===== src/hdl/sfr_pkg.sv =====
// Shared types and constants for the stream find-and-replace block.
package sfr_pkg;

  localparam int unsigned MAX_LEN   = 8;
  localparam int unsigned LEN_CAP   = 8;
  localparam int unsigned WIN_DEPTH = (MAX_LEN < LEN_CAP) ? MAX_LEN : LEN_CAP;
  localparam int unsigned OUT_DEPTH = LEN_CAP;
  localparam int unsigned CNT_W     = $clog2(OUT_DEPTH + 1);
  localparam int unsigned LEN_W     = 4;
  localparam int unsigned CFG_W     = 64;

  typedef enum logic [1:0] {
    CFG_PAT_LEN   = 2'd0,
    CFG_PAT_BYTES = 2'd1,
    CFG_REP_LEN   = 2'd2,
    CFG_REP_BYTES = 2'd3
  } cfg_idx_e;

  typedef struct packed {
    logic [7:0] in_char;
    logic       in_last;
  } in_req_t;

  typedef struct packed {
    logic [7:0] out_char;
    logic       run_end;
    logic       doc_end;
  } out_req_t;

  // Window cell control: capture on a request, shift toward the oldest slot.
  typedef struct packed {
    logic en;
    logic shift;
  } win_ctrl_t;

  // Output cell control: load a fresh burst or advance toward the head.
  typedef struct packed {
    logic load;
    logic pop;
  } out_ctrl_t;

endpackage


===== src/hdl/sfr_win_cell.sv =====
// One byte slot of the search window, with its pattern compare.
module sfr_win_cell (
  input  logic              clk_i,
  input  logic              rst_ni,
  input  sfr_pkg::win_ctrl_t ctrl_i,
  input  logic              sel_i,
  input  logic [7:0]        char_i,
  input  logic [7:0]        nb_ins_i,
  input  logic [7:0]        pat_i,
  output logic [7:0]        ins_o,
  output logic              match_o
);
  import sfr_pkg::*;

  logic [7:0] byte_q, byte_d;

  // The incoming byte lands in the slot that the fill count points at.
  assign ins_o   = sel_i ? char_i : byte_q;
  assign match_o = (ins_o == pat_i);
  assign byte_d  = ctrl_i.shift ? nb_ins_i : ins_o;

  always_ff @(posedge clk_i or negedge rst_ni) begin
    if (!rst_ni) begin
      byte_q <= '0;
    end else if (ctrl_i.en) begin
      byte_q <= byte_d;
    end
  end

endmodule


===== src/hdl/sfr_out_cell.sv =====
// One byte slot of the output burst chain.
module sfr_out_cell (
  input  logic              clk_i,
  input  sfr_pkg::out_ctrl_t ctrl_i,
  input  logic [7:0]        load_i,
  input  logic [7:0]        nb_i,
  output logic [7:0]        byte_o
);
  import sfr_pkg::*;

  logic [7:0] byte_q, byte_d;

  assign byte_d = ctrl_i.load ? load_i : nb_i;
  assign byte_o = byte_q;

  always_ff @(posedge clk_i) begin
    if (ctrl_i.load || ctrl_i.pop) begin
      byte_q <= byte_d;
    end
  end

endmodule


===== src/hdl/stream_find_replace.sv =====
// Streaming find-and-replace: window cell row plus output burst chain.
//
//   channel  | direction | handshake               | payload
//   in       | input     | in_valid_i / in_stall_o  | in_req_i  (in_char, in_last)
//   out      | output    | out_valid_o / out_stall_i| out_req_o (out_char, run_end, doc_end)
//   cfg      | input     | cfg_we_i                 | cfg_idx_i, cfg_data_i
//
// A request is taken when the output chain is empty or its last byte leaves that cycle,
// so an item with one result sustains one item per cycle while the output does not stall;
// an item with n results (at most 8) leaves the chain one byte a cycle from its head,
// unless stalled. Window compare and burst build sit in the request cycle; the first result
// shows in the cycle after the request. Reset clears the window, fill count, chain count and
// cfg registers. Output stall holds the head byte and stalls the input once a burst waits.
module stream_find_replace (
  input  logic                       clk_i,
  input  logic                       rst_ni,
  input  logic                       cfg_we_i,
  input  sfr_pkg::cfg_idx_e          cfg_idx_i,
  input  logic [sfr_pkg::CFG_W-1:0]  cfg_data_i,
  input  logic                       in_valid_i,
  output logic                       in_stall_o,
  input  sfr_pkg::in_req_t           in_req_i,
  output logic                       out_valid_o,
  input  logic                       out_stall_i,
  output sfr_pkg::out_req_t          out_req_o
);
  import sfr_pkg::*;

  logic [LEN_W-1:0] pat_len_q, rep_len_q;
  logic [63:0]      pat_bytes_q, rep_bytes_q;
  logic [CNT_W-1:0] fill_q, fill_d;
  logic [CNT_W-1:0] cnt_q, cnt_d;
  logic             doc_q, doc_d;

  logic [CNT_W-1:0] plen, rlen, fill1, burst_cnt;
  logic             accept, pop, plen_zero, full, match_all, step;
  logic [WIN_DEPTH-1:0] cell_match, len_mask;
  logic [7:0]       win_ins [WIN_DEPTH];
  logic [7:0]       burst   [OUT_DEPTH];
  logic [7:0]       out_byte[OUT_DEPTH];
  win_ctrl_t        win_ctrl;
  out_ctrl_t        out_ctrl;

  // Effective lengths saturate at the window and replacement capacity.
  assign plen = (pat_len_q > LEN_W'(WIN_DEPTH)) ? CNT_W'(WIN_DEPTH) : CNT_W'(pat_len_q);
  assign rlen = (rep_len_q > LEN_W'(LEN_CAP)) ? CNT_W'(LEN_CAP) : CNT_W'(rep_len_q);
  assign plen_zero = (plen == '0);

  assign pop        = out_valid_o && !out_stall_i;
  assign in_stall_o = !((cnt_q == '0) || ((cnt_q == CNT_W'(1)) && pop));
  assign accept     = in_valid_i && !in_stall_o;
  assign step       = accept && !plen_zero;

  assign fill1 = fill_q + CNT_W'(1);
  assign full  = (fill1 == plen);

  always_comb begin
    for (int i = 0; i < WIN_DEPTH; i++) begin
      len_mask[i] = (CNT_W'(i) < plen);
    end
  end
  assign match_all = full && (&(cell_match | ~len_mask));

  assign win_ctrl.en    = step;
  assign win_ctrl.shift = full && !match_all && !in_req_i.in_last;

  for (genvar g = 0; g < WIN_DEPTH; g++) begin : g_win
    logic [7:0] nb_ins;
    if (g == WIN_DEPTH - 1) begin : g_tail
      assign nb_ins = 8'h00;
    end else begin : g_mid
      assign nb_ins = win_ins[g+1];
    end
    sfr_win_cell u_cell (
      .clk_i   (clk_i),
      .rst_ni  (rst_ni),
      .ctrl_i  (win_ctrl),
      .sel_i   (fill_q == CNT_W'(g)),
      .char_i  (in_req_i.in_char),
      .nb_ins_i(nb_ins),
      .pat_i   (pat_bytes_q[8*g +: 8]),
      .ins_o   (win_ins[g]),
      .match_o (cell_match[g])
    );
  end

  // Build the burst for this request.
  always_comb begin
    for (int i = 0; i < OUT_DEPTH; i++) begin
      if (plen_zero) begin
        burst[i] = (i == 0) ? in_req_i.in_char : 8'h00;
      end else if (match_all) begin
        burst[i] = rep_bytes_q[8*i +: 8];
      end else if (i < WIN_DEPTH) begin
        burst[i] = win_ins[i];
      end else begin
        burst[i] = 8'h00;
      end
    end
    if (plen_zero) begin
      burst_cnt = CNT_W'(1);
    end else if (match_all) begin
      burst_cnt = rlen;
    end else if (in_req_i.in_last) begin
      burst_cnt = fill1;
    end else if (full) begin
      burst_cnt = CNT_W'(1);
    end else begin
      burst_cnt = '0;
    end
  end

  always_comb begin
    fill_d = fill_q;
    if (cfg_we_i && (cfg_idx_i == CFG_PAT_LEN)) begin
      fill_d = '0;
    end else if (step) begin
      if (match_all || in_req_i.in_last) begin
        fill_d = '0;
      end else if (!full) begin
        fill_d = fill1;
      end
    end
  end

  always_comb begin
    cnt_d = cnt_q;
    doc_d = doc_q;
    if (accept) begin
      cnt_d = burst_cnt;
      doc_d = in_req_i.in_last;
    end else if (pop) begin
      cnt_d = cnt_q - CNT_W'(1);
    end
  end

  assign out_ctrl.load = accept;
  assign out_ctrl.pop  = pop;

  for (genvar g = 0; g < OUT_DEPTH; g++) begin : g_out
    logic [7:0] nb;
    if (g == OUT_DEPTH - 1) begin : g_tail
      assign nb = 8'h00;
    end else begin : g_mid
      assign nb = out_byte[g+1];
    end
    sfr_out_cell u_cell (
      .clk_i (clk_i),
      .ctrl_i(out_ctrl),
      .load_i(burst[g]),
      .nb_i  (nb),
      .byte_o(out_byte[g])
    );
  end

  assign out_valid_o        = (cnt_q != '0);
  assign out_req_o.out_char = out_byte[0];
  assign out_req_o.run_end  = (cnt_q == CNT_W'(1));
  assign out_req_o.doc_end  = (cnt_q == CNT_W'(1)) && doc_q;

  always_ff @(posedge clk_i or negedge rst_ni) begin
    if (!rst_ni) begin
      pat_len_q   <= '0;
      rep_len_q   <= '0;
      pat_bytes_q <= '0;
      rep_bytes_q <= '0;
      fill_q      <= '0;
      cnt_q       <= '0;
      doc_q       <= 1'b0;
    end else begin
      fill_q <= fill_d;
      cnt_q  <= cnt_d;
      doc_q  <= doc_d;
      if (cfg_we_i) begin
        unique case (cfg_idx_i)
          CFG_PAT_LEN:   pat_len_q   <= cfg_data_i[LEN_W-1:0];
          CFG_PAT_BYTES: pat_bytes_q <= cfg_data_i;
          CFG_REP_LEN:   rep_len_q   <= cfg_data_i[LEN_W-1:0];
          CFG_REP_BYTES: rep_bytes_q <= cfg_data_i;
          default: ;
        endcase
      end
    end
  end

`ifndef SYNTH
  a_cnt_bound: assert property (@(posedge clk_i) disable iff (!rst_ni)
    cnt_q <= CNT_W'(OUT_DEPTH))
    else $error("output chain count out of range");

  a_fill_below_len: assert property (@(posedge clk_i) disable iff (!rst_ni)
    (fill_q == '0) || (fill_q < plen))
    else $error("window fill reached pattern length");

  a_pass_one: assert property (@(posedge clk_i) disable iff (!rst_ni)
    (accept && plen_zero) |=> (cnt_q == CNT_W'(1)))
    else $error("pass-through request did not yield one result");

  a_burst_drains: assert property (@(posedge clk_i) disable iff (!rst_ni)
    (pop && (cnt_q > CNT_W'(1))) |=> out_valid_o)
    else $error("burst lost bytes while draining");
`endif

endmodule


===== config.mk =====
export PLATFORM = sky130hd
export DESIGN_NAME = stream_find_replace
export DESIGN_NICKNAME = d
export VERILOG_FILES = /design/src/hdl/sfr_pkg.sv /design/src/hdl/sfr_win_cell.sv /design/src/hdl/sfr_out_cell.sv /design/src/hdl/stream_find_replace.sv
export SDC_FILE = /design/constraint.sdc
export NUM_CORES = 1
export LEC_CHECK = 0
export ABC_AREA = 1
export BUFFER_PORTS_ARGS = -buffer_cell sky130_fd_sc_hd__buf_2
export CAP_MARGIN = 20
export CORE_MARGIN = 5
export CORE_UTILIZATION = 55
export DETAILED_ROUTE_END_ITERATION = 10
export GPL_TIMING_DRIVEN = 0
export PLACE_DENSITY = 0.75
export SETUP_SLACK_MARGIN = 0.05
export SLEW_MARGIN = 25
export SYNTH_ARGS = -nofsm -noshare
export SYNTH_HDL_FRONTEND = slang
export SYNTH_SLANG_ARGS = --single-unit

===== constraint.sdc =====
create_clock -name clk_i -period 4.25 [get_ports clk_i]
set_input_delay 0 -clock clk_i [delete_from_list [all_inputs] [get_ports clk_i]]
set_output_delay 0 -clock clk_i [all_outputs]
set_load 0.05 [all_outputs]

==> Yosys cells after proc, flatten, opt, wreduce, memory -nomap -nowiden <==
Index checks and enable logic that the tools add are counted.
{ "totals": {"out_inout_bits": 12, "ff_bits": 273} }
{ "op_classes": {"reduce_logical": 31, "bitwise": 3, "mux": 50, "n_addsub": 2, "n_eq_ne": 21, "n_lt_le_gt_ge": 10} }
{ "op_table": {"columns": ["cell", "count"], "rows": [
  ["8-bit 2-to-1 mux", 38],
  ["8-bit == test", 8],
  ["4-bit 2-to-1 mux", 11],
  ["4-bit by 3-bit == test with 1-bit output (second input constant)", 4],
  ["3-bit by 4-bit less-than comparator with 1-bit output (first input constant)", 4],
  ["4-bit zero test", 3],
  ["2-bit AND reduction", 5],
  ["1-bit logical AND", 9],
  ["4-bit by 1-bit == test with 1-bit output (second input constant)", 2],
  ["4-bit by 2-bit == test with 1-bit output (second input constant)", 2],
  ["4-bit greater-than comparator (second input constant)", 2],
  ["1-bit by 4-bit less-than comparator with 1-bit output (first input constant)", 2],
  ["2-bit by 4-bit less-than comparator with 1-bit output (first input constant)", 2],
  ["8-bit inverter", 1],
  ["8-bit OR", 1],
  ["8-bit AND reduction", 1],
  ["1-bit zero test", 5],
  ["4-bit by 1-bit adder with 4-bit output (second input constant)", 1],
  ["2-bit == test (second input constant)", 2],
  ["4-bit == test", 1],
  ["2-bit nonzero test", 2],
  ["4-bit nonzero test", 1],
  ["4-bit by 1-bit subtractor with 4-bit output (second input constant)", 1],
  ["1-bit logical OR", 3],
  ["other kinds (6)", 6]
]} }

==> Logic depth before layout (Yosys ltp) <==
Gate-level depths: netlist of the first run.
{ "depth": {"word_depth": 11, "ltp_mapped": 22, "mapped_depth_nobuf": 20} }

==> Hierarchy <==
A second synthesis of the first run with hierarchy kept.
{ "unflattened": {"hier_cells": 2114, "hier_area_um2": 15257.1} }
{ "modules_own_cells": {"columns": ["module", "n_inst", "cells_per_inst", "area_per_inst_um2"], "rows": [
  ["stream_find_replace", 1, 922, 7079.3],
  ["sfr_win_cell", 8, 114, 670.6],
  ["sfr_out_cell", 8, 35, 351.6]
]} }

==> Worst setup path after synthesis of the first run <==
Ideal clock, no wire load.
{ "synth_path": {"path_type": "flip-flop to flip-flop", "from": "register cnt_q[0]", "to": "register g_out[0].u_cell.byte_q[0], enable pin", "setup_ns": 0.420, "n_path_buf": 0, "required_time_ns": 3.830, "setup_slack_ns": 0.815, "arrival_ns": 3.015, "stages_incl_launch_ff": 9, "cell_sequence": "dfrtp_1 > inv_1 > ha_1 > nand3_1 > o21ai_0 > nand2_1 > inv_1 > a21oi_1 > inv_1"} }
{ "synth_via": {"elab_chain_cells": 6, "word_cells_on_any_way": 8} }
{ "synth_rtl": {"columns": ["element", "line_no", "rtl"], "rows": [
  ["start, declared", "stream_find_replace.sv:32", "logic [CNT_W-1:0] cnt_q, cnt_d;"],
  ["start signal, assigned", "stream_find_replace.sv:172", "cnt_q <= cnt_d;"],
  ["4-bit nonzero test *", "stream_find_replace.sv:156", "assign out_valid_o = (cnt_q != '0);"],
  ["net out_valid_o", "stream_find_replace.sv:23", "output logic out_valid_o,"],
  ["1-bit logical AND *", "stream_find_replace.sv:49", "assign pop = out_valid_o && !out_stall_i;"],
  ["1-bit logical AND", "stream_find_replace.sv:50", "assign in_stall_o = !((cnt_q == '0) || ((cnt_q == CNT_W'(1)) && pop));"],
  ["1-bit logical OR", "stream_find_replace.sv:50", null],
  ["1-bit logical AND", "stream_find_replace.sv:51", "assign accept = in_valid_i && !in_stall_o;"],
  ["1-bit logical OR *", "sfr_out_cell.sv:17", "if (ctrl_i.load || ctrl_i.pop) begin"],
  ["end signal, assigned", "sfr_out_cell.sv:18", "byte_q <= byte_d;"],
  ["end, declared", "sfr_out_cell.sv:11", "logic [7:0] byte_q, byte_d;"]
]} }
Mark *: on every way through the listed nets, which the timed path passes. The rest lies on a longest branch.
A chain may end at the register's enable or synchronous reset.

==> Worst setup path after layout of the first run <==
{ "layout_path": {"from": "register fill_q[0]", "to": "register g_out[4].u_cell.byte_q[1], data pin"} }
{ "layout_via": {"elab_chain_cells": 9, "word_cells_on_any_way": 32} }
{ "layout_rtl": {"columns": ["element", "line_no", "rtl"], "rows": [
  ["start, declared", "stream_find_replace.sv:31", "logic [CNT_W-1:0] fill_q, fill_d;"],
  ["start signal, assigned", "stream_find_replace.sv:171", "fill_q <= fill_d;"],
  ["4-bit by 1-bit == test with 1-bit output, or another cell as far along", "stream_find_replace.sv:78", ".sel_i (fill_q == CNT_W'(g)),"],
  ["8-bit 2-to-1 mux", "sfr_win_cell.sv:18", "assign ins_o = sel_i ? char_i : byte_q;"],
  ["8-bit == test", "sfr_win_cell.sv:19", "assign match_o = (ins_o == pat_i);"],
  ["8-bit OR", "stream_find_replace.sv:62", "assign match_all = full && (&(cell_match | ~len_mask));"],
  ["8-bit AND reduction", "stream_find_replace.sv:62", null],
  ["1-bit logical AND", "stream_find_replace.sv:62", null],
  ["8-bit 2-to-1 mux *", "stream_find_replace.sv:92", "end else if (match_all) begin"],
  ["8-bit 2-to-1 mux *", "stream_find_replace.sv:90", "if (plen_zero) begin"],
  ["8-bit 2-to-1 mux *", "sfr_out_cell.sv:13", "assign byte_d = ctrl_i.load ? load_i : nb_i;"],
  ["net g_out[4].u_cell.byte_d[1]", "sfr_out_cell.sv:11", null],
  ["end signal, assigned", "sfr_out_cell.sv:18", null],
  ["end, declared", "sfr_out_cell.sv:11", null]
]} }
Marks and branches as above.

==> out/metrics.cfg, run 1 <==
[logic_synthesis]
synth_commonest_cells = nand2_1, o21ai_0, inv_1
synthTopCellsByArea = dfrtp_1, nand2_1, edfxtp_1
yosysTopAreaCell = dfrtp_1
synthesis.area_sq_um = 14800
synth_top_area_share = 0.354
syn-instance-count = 2042
synth-edff-count = 64
synth-seq-cells = 273
synth.most_common_cell = nand2_1
synth-seq-area-share = 0.484
syn_avg_cell_area_sq_um = 7.24
synth_cell_types = 32
ys_warn_count = 0
synth.net_count = 2128
synth_ff_type = dfrtp_1
async_flop_share = 0.766

[routing]
ant_nets = 0
via_per_inst = 5.60
wl_per_cell_microns = 19.0
drt_iter0_drc = 1632
vias = 14600
dr.pass1.iters = 5
drc = 0
routed_wl_microns = 49500

[run]
drv_cap = 0

[clock_network]
clk_pin_slew_ps = 60
root_buffer = clkbuf_16
cts_sinks = 273
htreeDepth = 1
clk_latency_ps = 570
cts_tree = built
cts_buffer_depth = 3
cts_made_buffers = 30

[setup_path]
crit_type = reg2reg
crit_path_start = fill_q[0]
endpoint_kind = flip-flop
crit_fanout = 11
arrival_ps = 4380
cpPeakStageDelay_ps = 470
rr_startpoint = fill_q[0]
path_cells = inv_1 > ha_1 > buf_2 > buf_2 > nand3_1 > nand2_1 > nand2_1 > nand2_1 > nand2_1 > nor2_1 > nand2_1 > nand2_1 > nand2_1 > nor2_2 > nand3_1 > buf_2 > buf_2 > nand2_1 > nand2_1 > o21ai_1
crit_slowest_cell = dfrtp_1
cpMostUsedCell = nand2_1
cp_data_required_time_ps = 4620
cp_num_buf_inv = 5
crit_family = simple AND/OR/NAND/NOR gates
start_kind = flip-flop

[global_routing]
grt_use_total = 0.322
grt_pass1_wl_microns = 77400
antenna_found_initial = 0
overflow = 0
grt_max_degree = 86
grt_pass1_vias = 14200

[worst_hold_path]
min_path_type = in2reg
worstHoldStart = in_req_i[3]

[sta]
finClkSkew_ps = 10.9
tightestPinTransition_ps = 982
hold_viol = 0
rsz0062_at_grt = false
slew_headroom = 0.345
min_period_over_period = 0.944
fmax_mhz = 249
finalSetupViolations = 0
finalCriticalPeriod_ps = 4010
maxSlewViolCount = 0

[power]
p_total_mw = 11.0
p_leak_nw = 9.00
power.density_nw_per_um2 = 629
peakVddDrop_mv = 0.457

[floorplan]
pin_count = 92
start_util = 0.553
die_w_microns = 174
fp.dieArea_sq_um = 30300
core_area_sq_um = 26700
die_h_microns = 174
rows = 60

[placed_design]
io_buffers = 88
dp_hpwl_microns = 34200
gp_congestion = 0.925

[cells_and_area]
fin_nets = 2322
syn_to_final_growth_pct = 18.4
postLayoutCoreUtil = 0.655
drive_gt1_frac = 0.0916

[outcome]
status = finished, final reports clean

## per-layer routing
metal | wire (microns) | part of all wire | GRT usage | vias up
li1 | - | - | - | 6892
met1 | 19500 | 0.39 | 0.427 | 6790
met2 | 22800 | 0.46 | 0.519 | 724
met3 | 4490 | 0.091 | 0.0563 | 159
met4 | 2720 | 0.055 | 0.152 | 0
met5 | 0 | 0 | 0 | -
## cell type report
type                            instances  area, sq um
Timing Repair Buffer                  162         1260
Multi-Input combinational cell       1436         6270
Antenna cell                            1         2.50
Inverter                              228          858
Tap cell                              341          427
Fill cell                            2315         9220
Clock inverter                         26          278
Buffer                                105          504
Clock buffer                           30          751
Sequential cell                       273         7150
## worst min-delay path: stages
cell     delay [ps]
buf_2           210
o21ai_1         130
nand2_1          60
nand3_1          70
o21ai_1          70
## through the flow
stage               hold slack (ps)  instances  worst slack, ps  cell area (sq um)  TNS, ps
floorplan                      -296       2042              815              14800        0
global placement                266       2471             -515              15700  -103430
detailed placement            -47.9       2474              130              15700        0
CTS                            2.99       2601              120              17500        0
global route                   63.4       2601             68.6              17500        0
finish                         20.7       2602              239              17500        0
## flip-flops by register name, indices dropped and copies added, names as in the netlist
register             count
g_out.u_cell.byte_o     64
g_win.u_cell.byte_q     64
pat_bytes_q             64
rep_bytes_q             64
cnt_q                    4
fill_q                   4
pat_len_q                4
rep_len_q                4
doc_q                    1
## worst paths after layout
| path | to | slack, ps | depth (start not counted) |
|---|---|---|---|
| max in group asynchronous | g_win[6].u_cell.byte_q[1] | 3770 | 3 |
| worst min-delay path | g_win[0].u_cell.byte_q[2] | 20 | 5 |
| worst max-delay path | g_out[4].u_cell.byte_o[1] | 240 | 20 |
| min in group asynchronous | g_win[0].u_cell.byte_q[5] | 40 | 3 |
| worst max register to register | g_out[4].u_cell.byte_o[1] | 240 | 20 |
| worst min register to register | g_win[7].u_cell.byte_q[2] | 490 | 2 |
## report_power, final
part / internal [mW] / switching, mW / total (mW)
Combinational: 1.43 / 2.97 / 4.39
Sequential: 3.45 / 0.420 / 3.87
Clock: 1.60 / 1.15 / 2.75
## kinds of logic (layout without fill, tap and decap cells)
group,Yosys count,count (layout),synth area share
flops,273,273,0.484
buf+inv,333,551,0.0917
xor+xnor,6,6,0.00355
fa+ha+maj,6,6,0.00508
compound gates,297,297,0.103
other cells,0,1,0
simple gates,1127,1127,0.313
## cells in the final DEF, fill, tap and decap left out, types with 2 or more instances in the layout
master / n
clkbuf_2: 2
a211oi_1: 6
nand3_2: 4
or2_2: 2
buf_4: 8
xor2_1: 6
clkbuf_16: 30
buf_16: 4
nand3_1: 175
o21ai_0: 223
nand4_1: 18
nor2_2: 3
o211ai_1: 4
clkbuf_1: 58
clkinv_1: 7
buf_1: 5
dlygate4sd3_1: 70
ha_1: 6
bufinv_16: 5
buf_2: 113
nand2_2: 3
nand3b_1: 18
inv_2: 5
o21ai_1: 39
a21oi_1: 22
clkinvlp_4: 5
inv_1: 219
nand2_1: 812
nor2_1: 89
buf_6: 6
clkinv_2: 10
edfxtp_1: 64
dfrtp_1: 209
## what timing repair did
item	4_1_cts	5_1_grt
gates resized for setup	0	3
setup buffers	0	0
endpoints found under the hold margin	354	0
setup endpoints to repair	0	52
hold buffers	71	0
Power figures use the tool's default switching activity.
==> run 2: changes to the inputs <==
- MAX_ROUTING_LAYER: not set -> met4
- clock period: 4.25 -> 4.37 ns (I/O delays scaled with it)
==> out/metrics.cfg, run 2 (synthesis results as in run 1) <==
[power]
peakVddDrop_mv = 0.361  ; was 0.457 mV
p_total_mw = 10.6  ; was 11.0 mW
power.density_nw_per_um2 = 606  ; was 629 nW/um^2
p_leak_nw = 8.96  ; was 9.00 nW

[setup_path]
crit_slowest_cell = dfrtp_1  ; unchanged
cpMostUsedCell = nand2_1  ; unchanged
arrival_ps = 4250  ; was 4380 ps
cp_data_required_time_ps = 4670  ; was 4620 ps
path_cells = ha_1 > buf_2 > nand2_1 > nor2_1 > nand2_1 > nand2_1 > nand2_1 > nand2_1 > nand2_1 > nor2_1 > nand2_1 > nand2_1 > nand2_1 > nor2_2 > nand3_1 > buf_2 > clkbuf_1 > nor2_1 > o21ai_1  ; was inv_1 > ha_1 > buf_2 > buf_2 > nand3_1 > nand2_1 > nand2_1 > nand2_1 > nand2_1 > nor2_1 > nand2_1 > nand2_1 > nand2_1 > nor2_2 > nand3_1 > buf_2 > buf_2 > nand2_1 > nand2_1 > o21ai_1
crit_type = reg2reg  ; unchanged
crit_fanout = 10  ; was 11
endpoint_kind = flip-flop  ; unchanged
cpPeakStageDelay_ps = 460  ; was 470 ps
start_kind = flip-flop  ; unchanged
ff2ff_path_depth = 19  ; was 20

[sta]
maxSlewViolCount = 0  ; unchanged
hold_slack_ps = -2.82  ; was 20.7 ps
finalCriticalPeriod_ps = 3940  ; was 4010 ps
slew_headroom = 0.320  ; was 0.345
hold_viol = 4  ; was 0
finClkSkew_ps = 22.5  ; was 10.9 ps
finalSetupViolations = 0  ; unchanged
min_period_over_period = 0.902  ; was 0.944
rsz0062_at_grt = false  ; unchanged
fmax_mhz = 254  ; was 249 MHz
tightestPinTransition_ps = 1020  ; was 982 ps

[routing]
routed_wl_microns = 49800  ; was 49500 microns
via_per_inst = 5.68  ; was 5.60
wl_per_cell_microns = 19.2  ; was 19.0 microns
drc = 0  ; unchanged
vias = 14800  ; was 14600
ant_nets = 0  ; unchanged
dr.pass1.iters = 7  ; was 5
drt_iter0_drc = 1739  ; was 1632

[cells_and_area]
mostFrequentLayoutCells = nand2_1, o21ai_0, inv_1  ; unchanged
regArea_sq_um = 7150  ; unchanged
fillers = 2332  ; was 2315
diodes = 0  ; was 1
multi_input_area_sq_um = 6270  ; unchanged
drive_gt1_frac = 0.0890  ; was 0.0916
fin_nets = 2321  ; was 2322
syn_to_final_growth_pct = 17.9  ; was 18.4%
final_common_cell = nand2_1  ; unchanged

[clock_network]
cts_made_buffers = 30  ; unchanged
cts_buffer_depth = 3  ; unchanged
clk_pin_slew_ps = 70  ; was 60 ps
htreeDepth = 1  ; unchanged
clk_latency_ps = 570  ; about the same
cts_setup_buffers = 0  ; unchanged
root_buffer = clkbuf_16  ; unchanged
cts_resized = 0  ; unchanged
cts_sinks = 273  ; unchanged
cts_tree = built  ; unchanged

[floorplan]
die_w_microns = 174  ; unchanged
fp.dieArea_sq_um = 30300  ; unchanged
pin_count = 92  ; unchanged
die_h_microns = 174  ; unchanged
rows = 60  ; unchanged
start_util = 0.553  ; unchanged
core_area_sq_um = 26700  ; unchanged

[run]
drv_cap = 0  ; unchanged

[placed_design]
gp_congestion = 0.949  ; was 0.925
dp_hpwl_microns = 34700  ; was 34200 microns
io_buffers = 88  ; unchanged

[outcome]
violations = negative hold slack
status = complete, but fails checks  ; was finished, final reports clean

[global_routing]
antenna_found_initial = 0  ; unchanged
grt_max_degree = 91  ; was 86
overflow = 0  ; unchanged
grt_pass1_wl_microns = 77800  ; was 77400 microns
grt_use_total = 0.334  ; was 0.322
grt_pass1_vias = 14100  ; was 14200

[worst_hold_path]
min_path_type = in2async  ; was in2reg

run 2: worst paths after layout:
| path | start | end | slack [ps] |
|---|---|---|---|
| setup / recovery | fill_q[0] | g_out[4].u_cell.byte_o[0] | 430 |
| hold / removal | rst_ni | rep_bytes_q[5] | -3 |
| setup reg to reg | fill_q[0] | g_out[4].u_cell.byte_o[0] | 430 |
| hold reg to reg | rep_bytes_q[52] | rep_bytes_q[52] | 480 |
| max in group asynchronous | rst_ni | g_win[5].u_cell.byte_q[5] | 3890 |
| min in group clk_i | in_req_i[1] | g_win[0].u_cell.byte_q[0] | 20 |
run 2: layer usage:
metal,GRT usage,wire (microns)
met5,-,0
met4,0.124,2180
met3,0.0435,4830
met2,0.533,23300
met1,0.443,19500
run 2: what timing repair did:
item / in CTS / in global routing
endpoints found under the hold margin: 354 / 0
hold buffers: 71 / 0
endpoints found under the setup margin: 0 / 9
run 2: cell type report:
cell class                      count  area share
Buffer                            104      0.0287
Multi-Input combinational cell   1436       0.360
Clock buffer                       39      0.0468
Sequential cell                   273       0.411
Tap cell                          341      0.0245
Inverter                          228      0.0493
Timing Repair Buffer              162      0.0720
Clock inverter                     17     0.00812
run 2: stage by stage:
step / setup WS [ps] / util / cell area, sq um / instances / TNS [ps]
after detailed placement: 328 / 0.589 / 15700 / 2474 / 0
final: 430 / 0.652 / 17400 / 2600 / 0
after floorplan: 935 / - / 14800 / 2042 / 0
after global placement: -370 / 0.586 / 15700 / 2471 / -72880
after CTS: 300 / 0.652 / 17400 / 2601 / 0
after global routing: 190 / 0.652 / 17400 / 2600 / 0
run 2: worst max-delay path, delay by kind of cell, from the launching register on:
kind / cells / cell delay [ps]
DFF: 1 / 460
AOI/OAI and AO/OA: 1 / 130
adders and majority gates: 1 / 200
buffers and inverters: 3 / 850
and+or+nand+nor: 14 / 2000
run 2: where the power goes:
part	switching, mW	leakage [nW]	total [mW]	internal [mW]
Clock	1.07	0.472	2.50	1.43
Combinational	2.91	5.28	4.29	1.39
Sequential	0.410	3.21	3.76	3.35
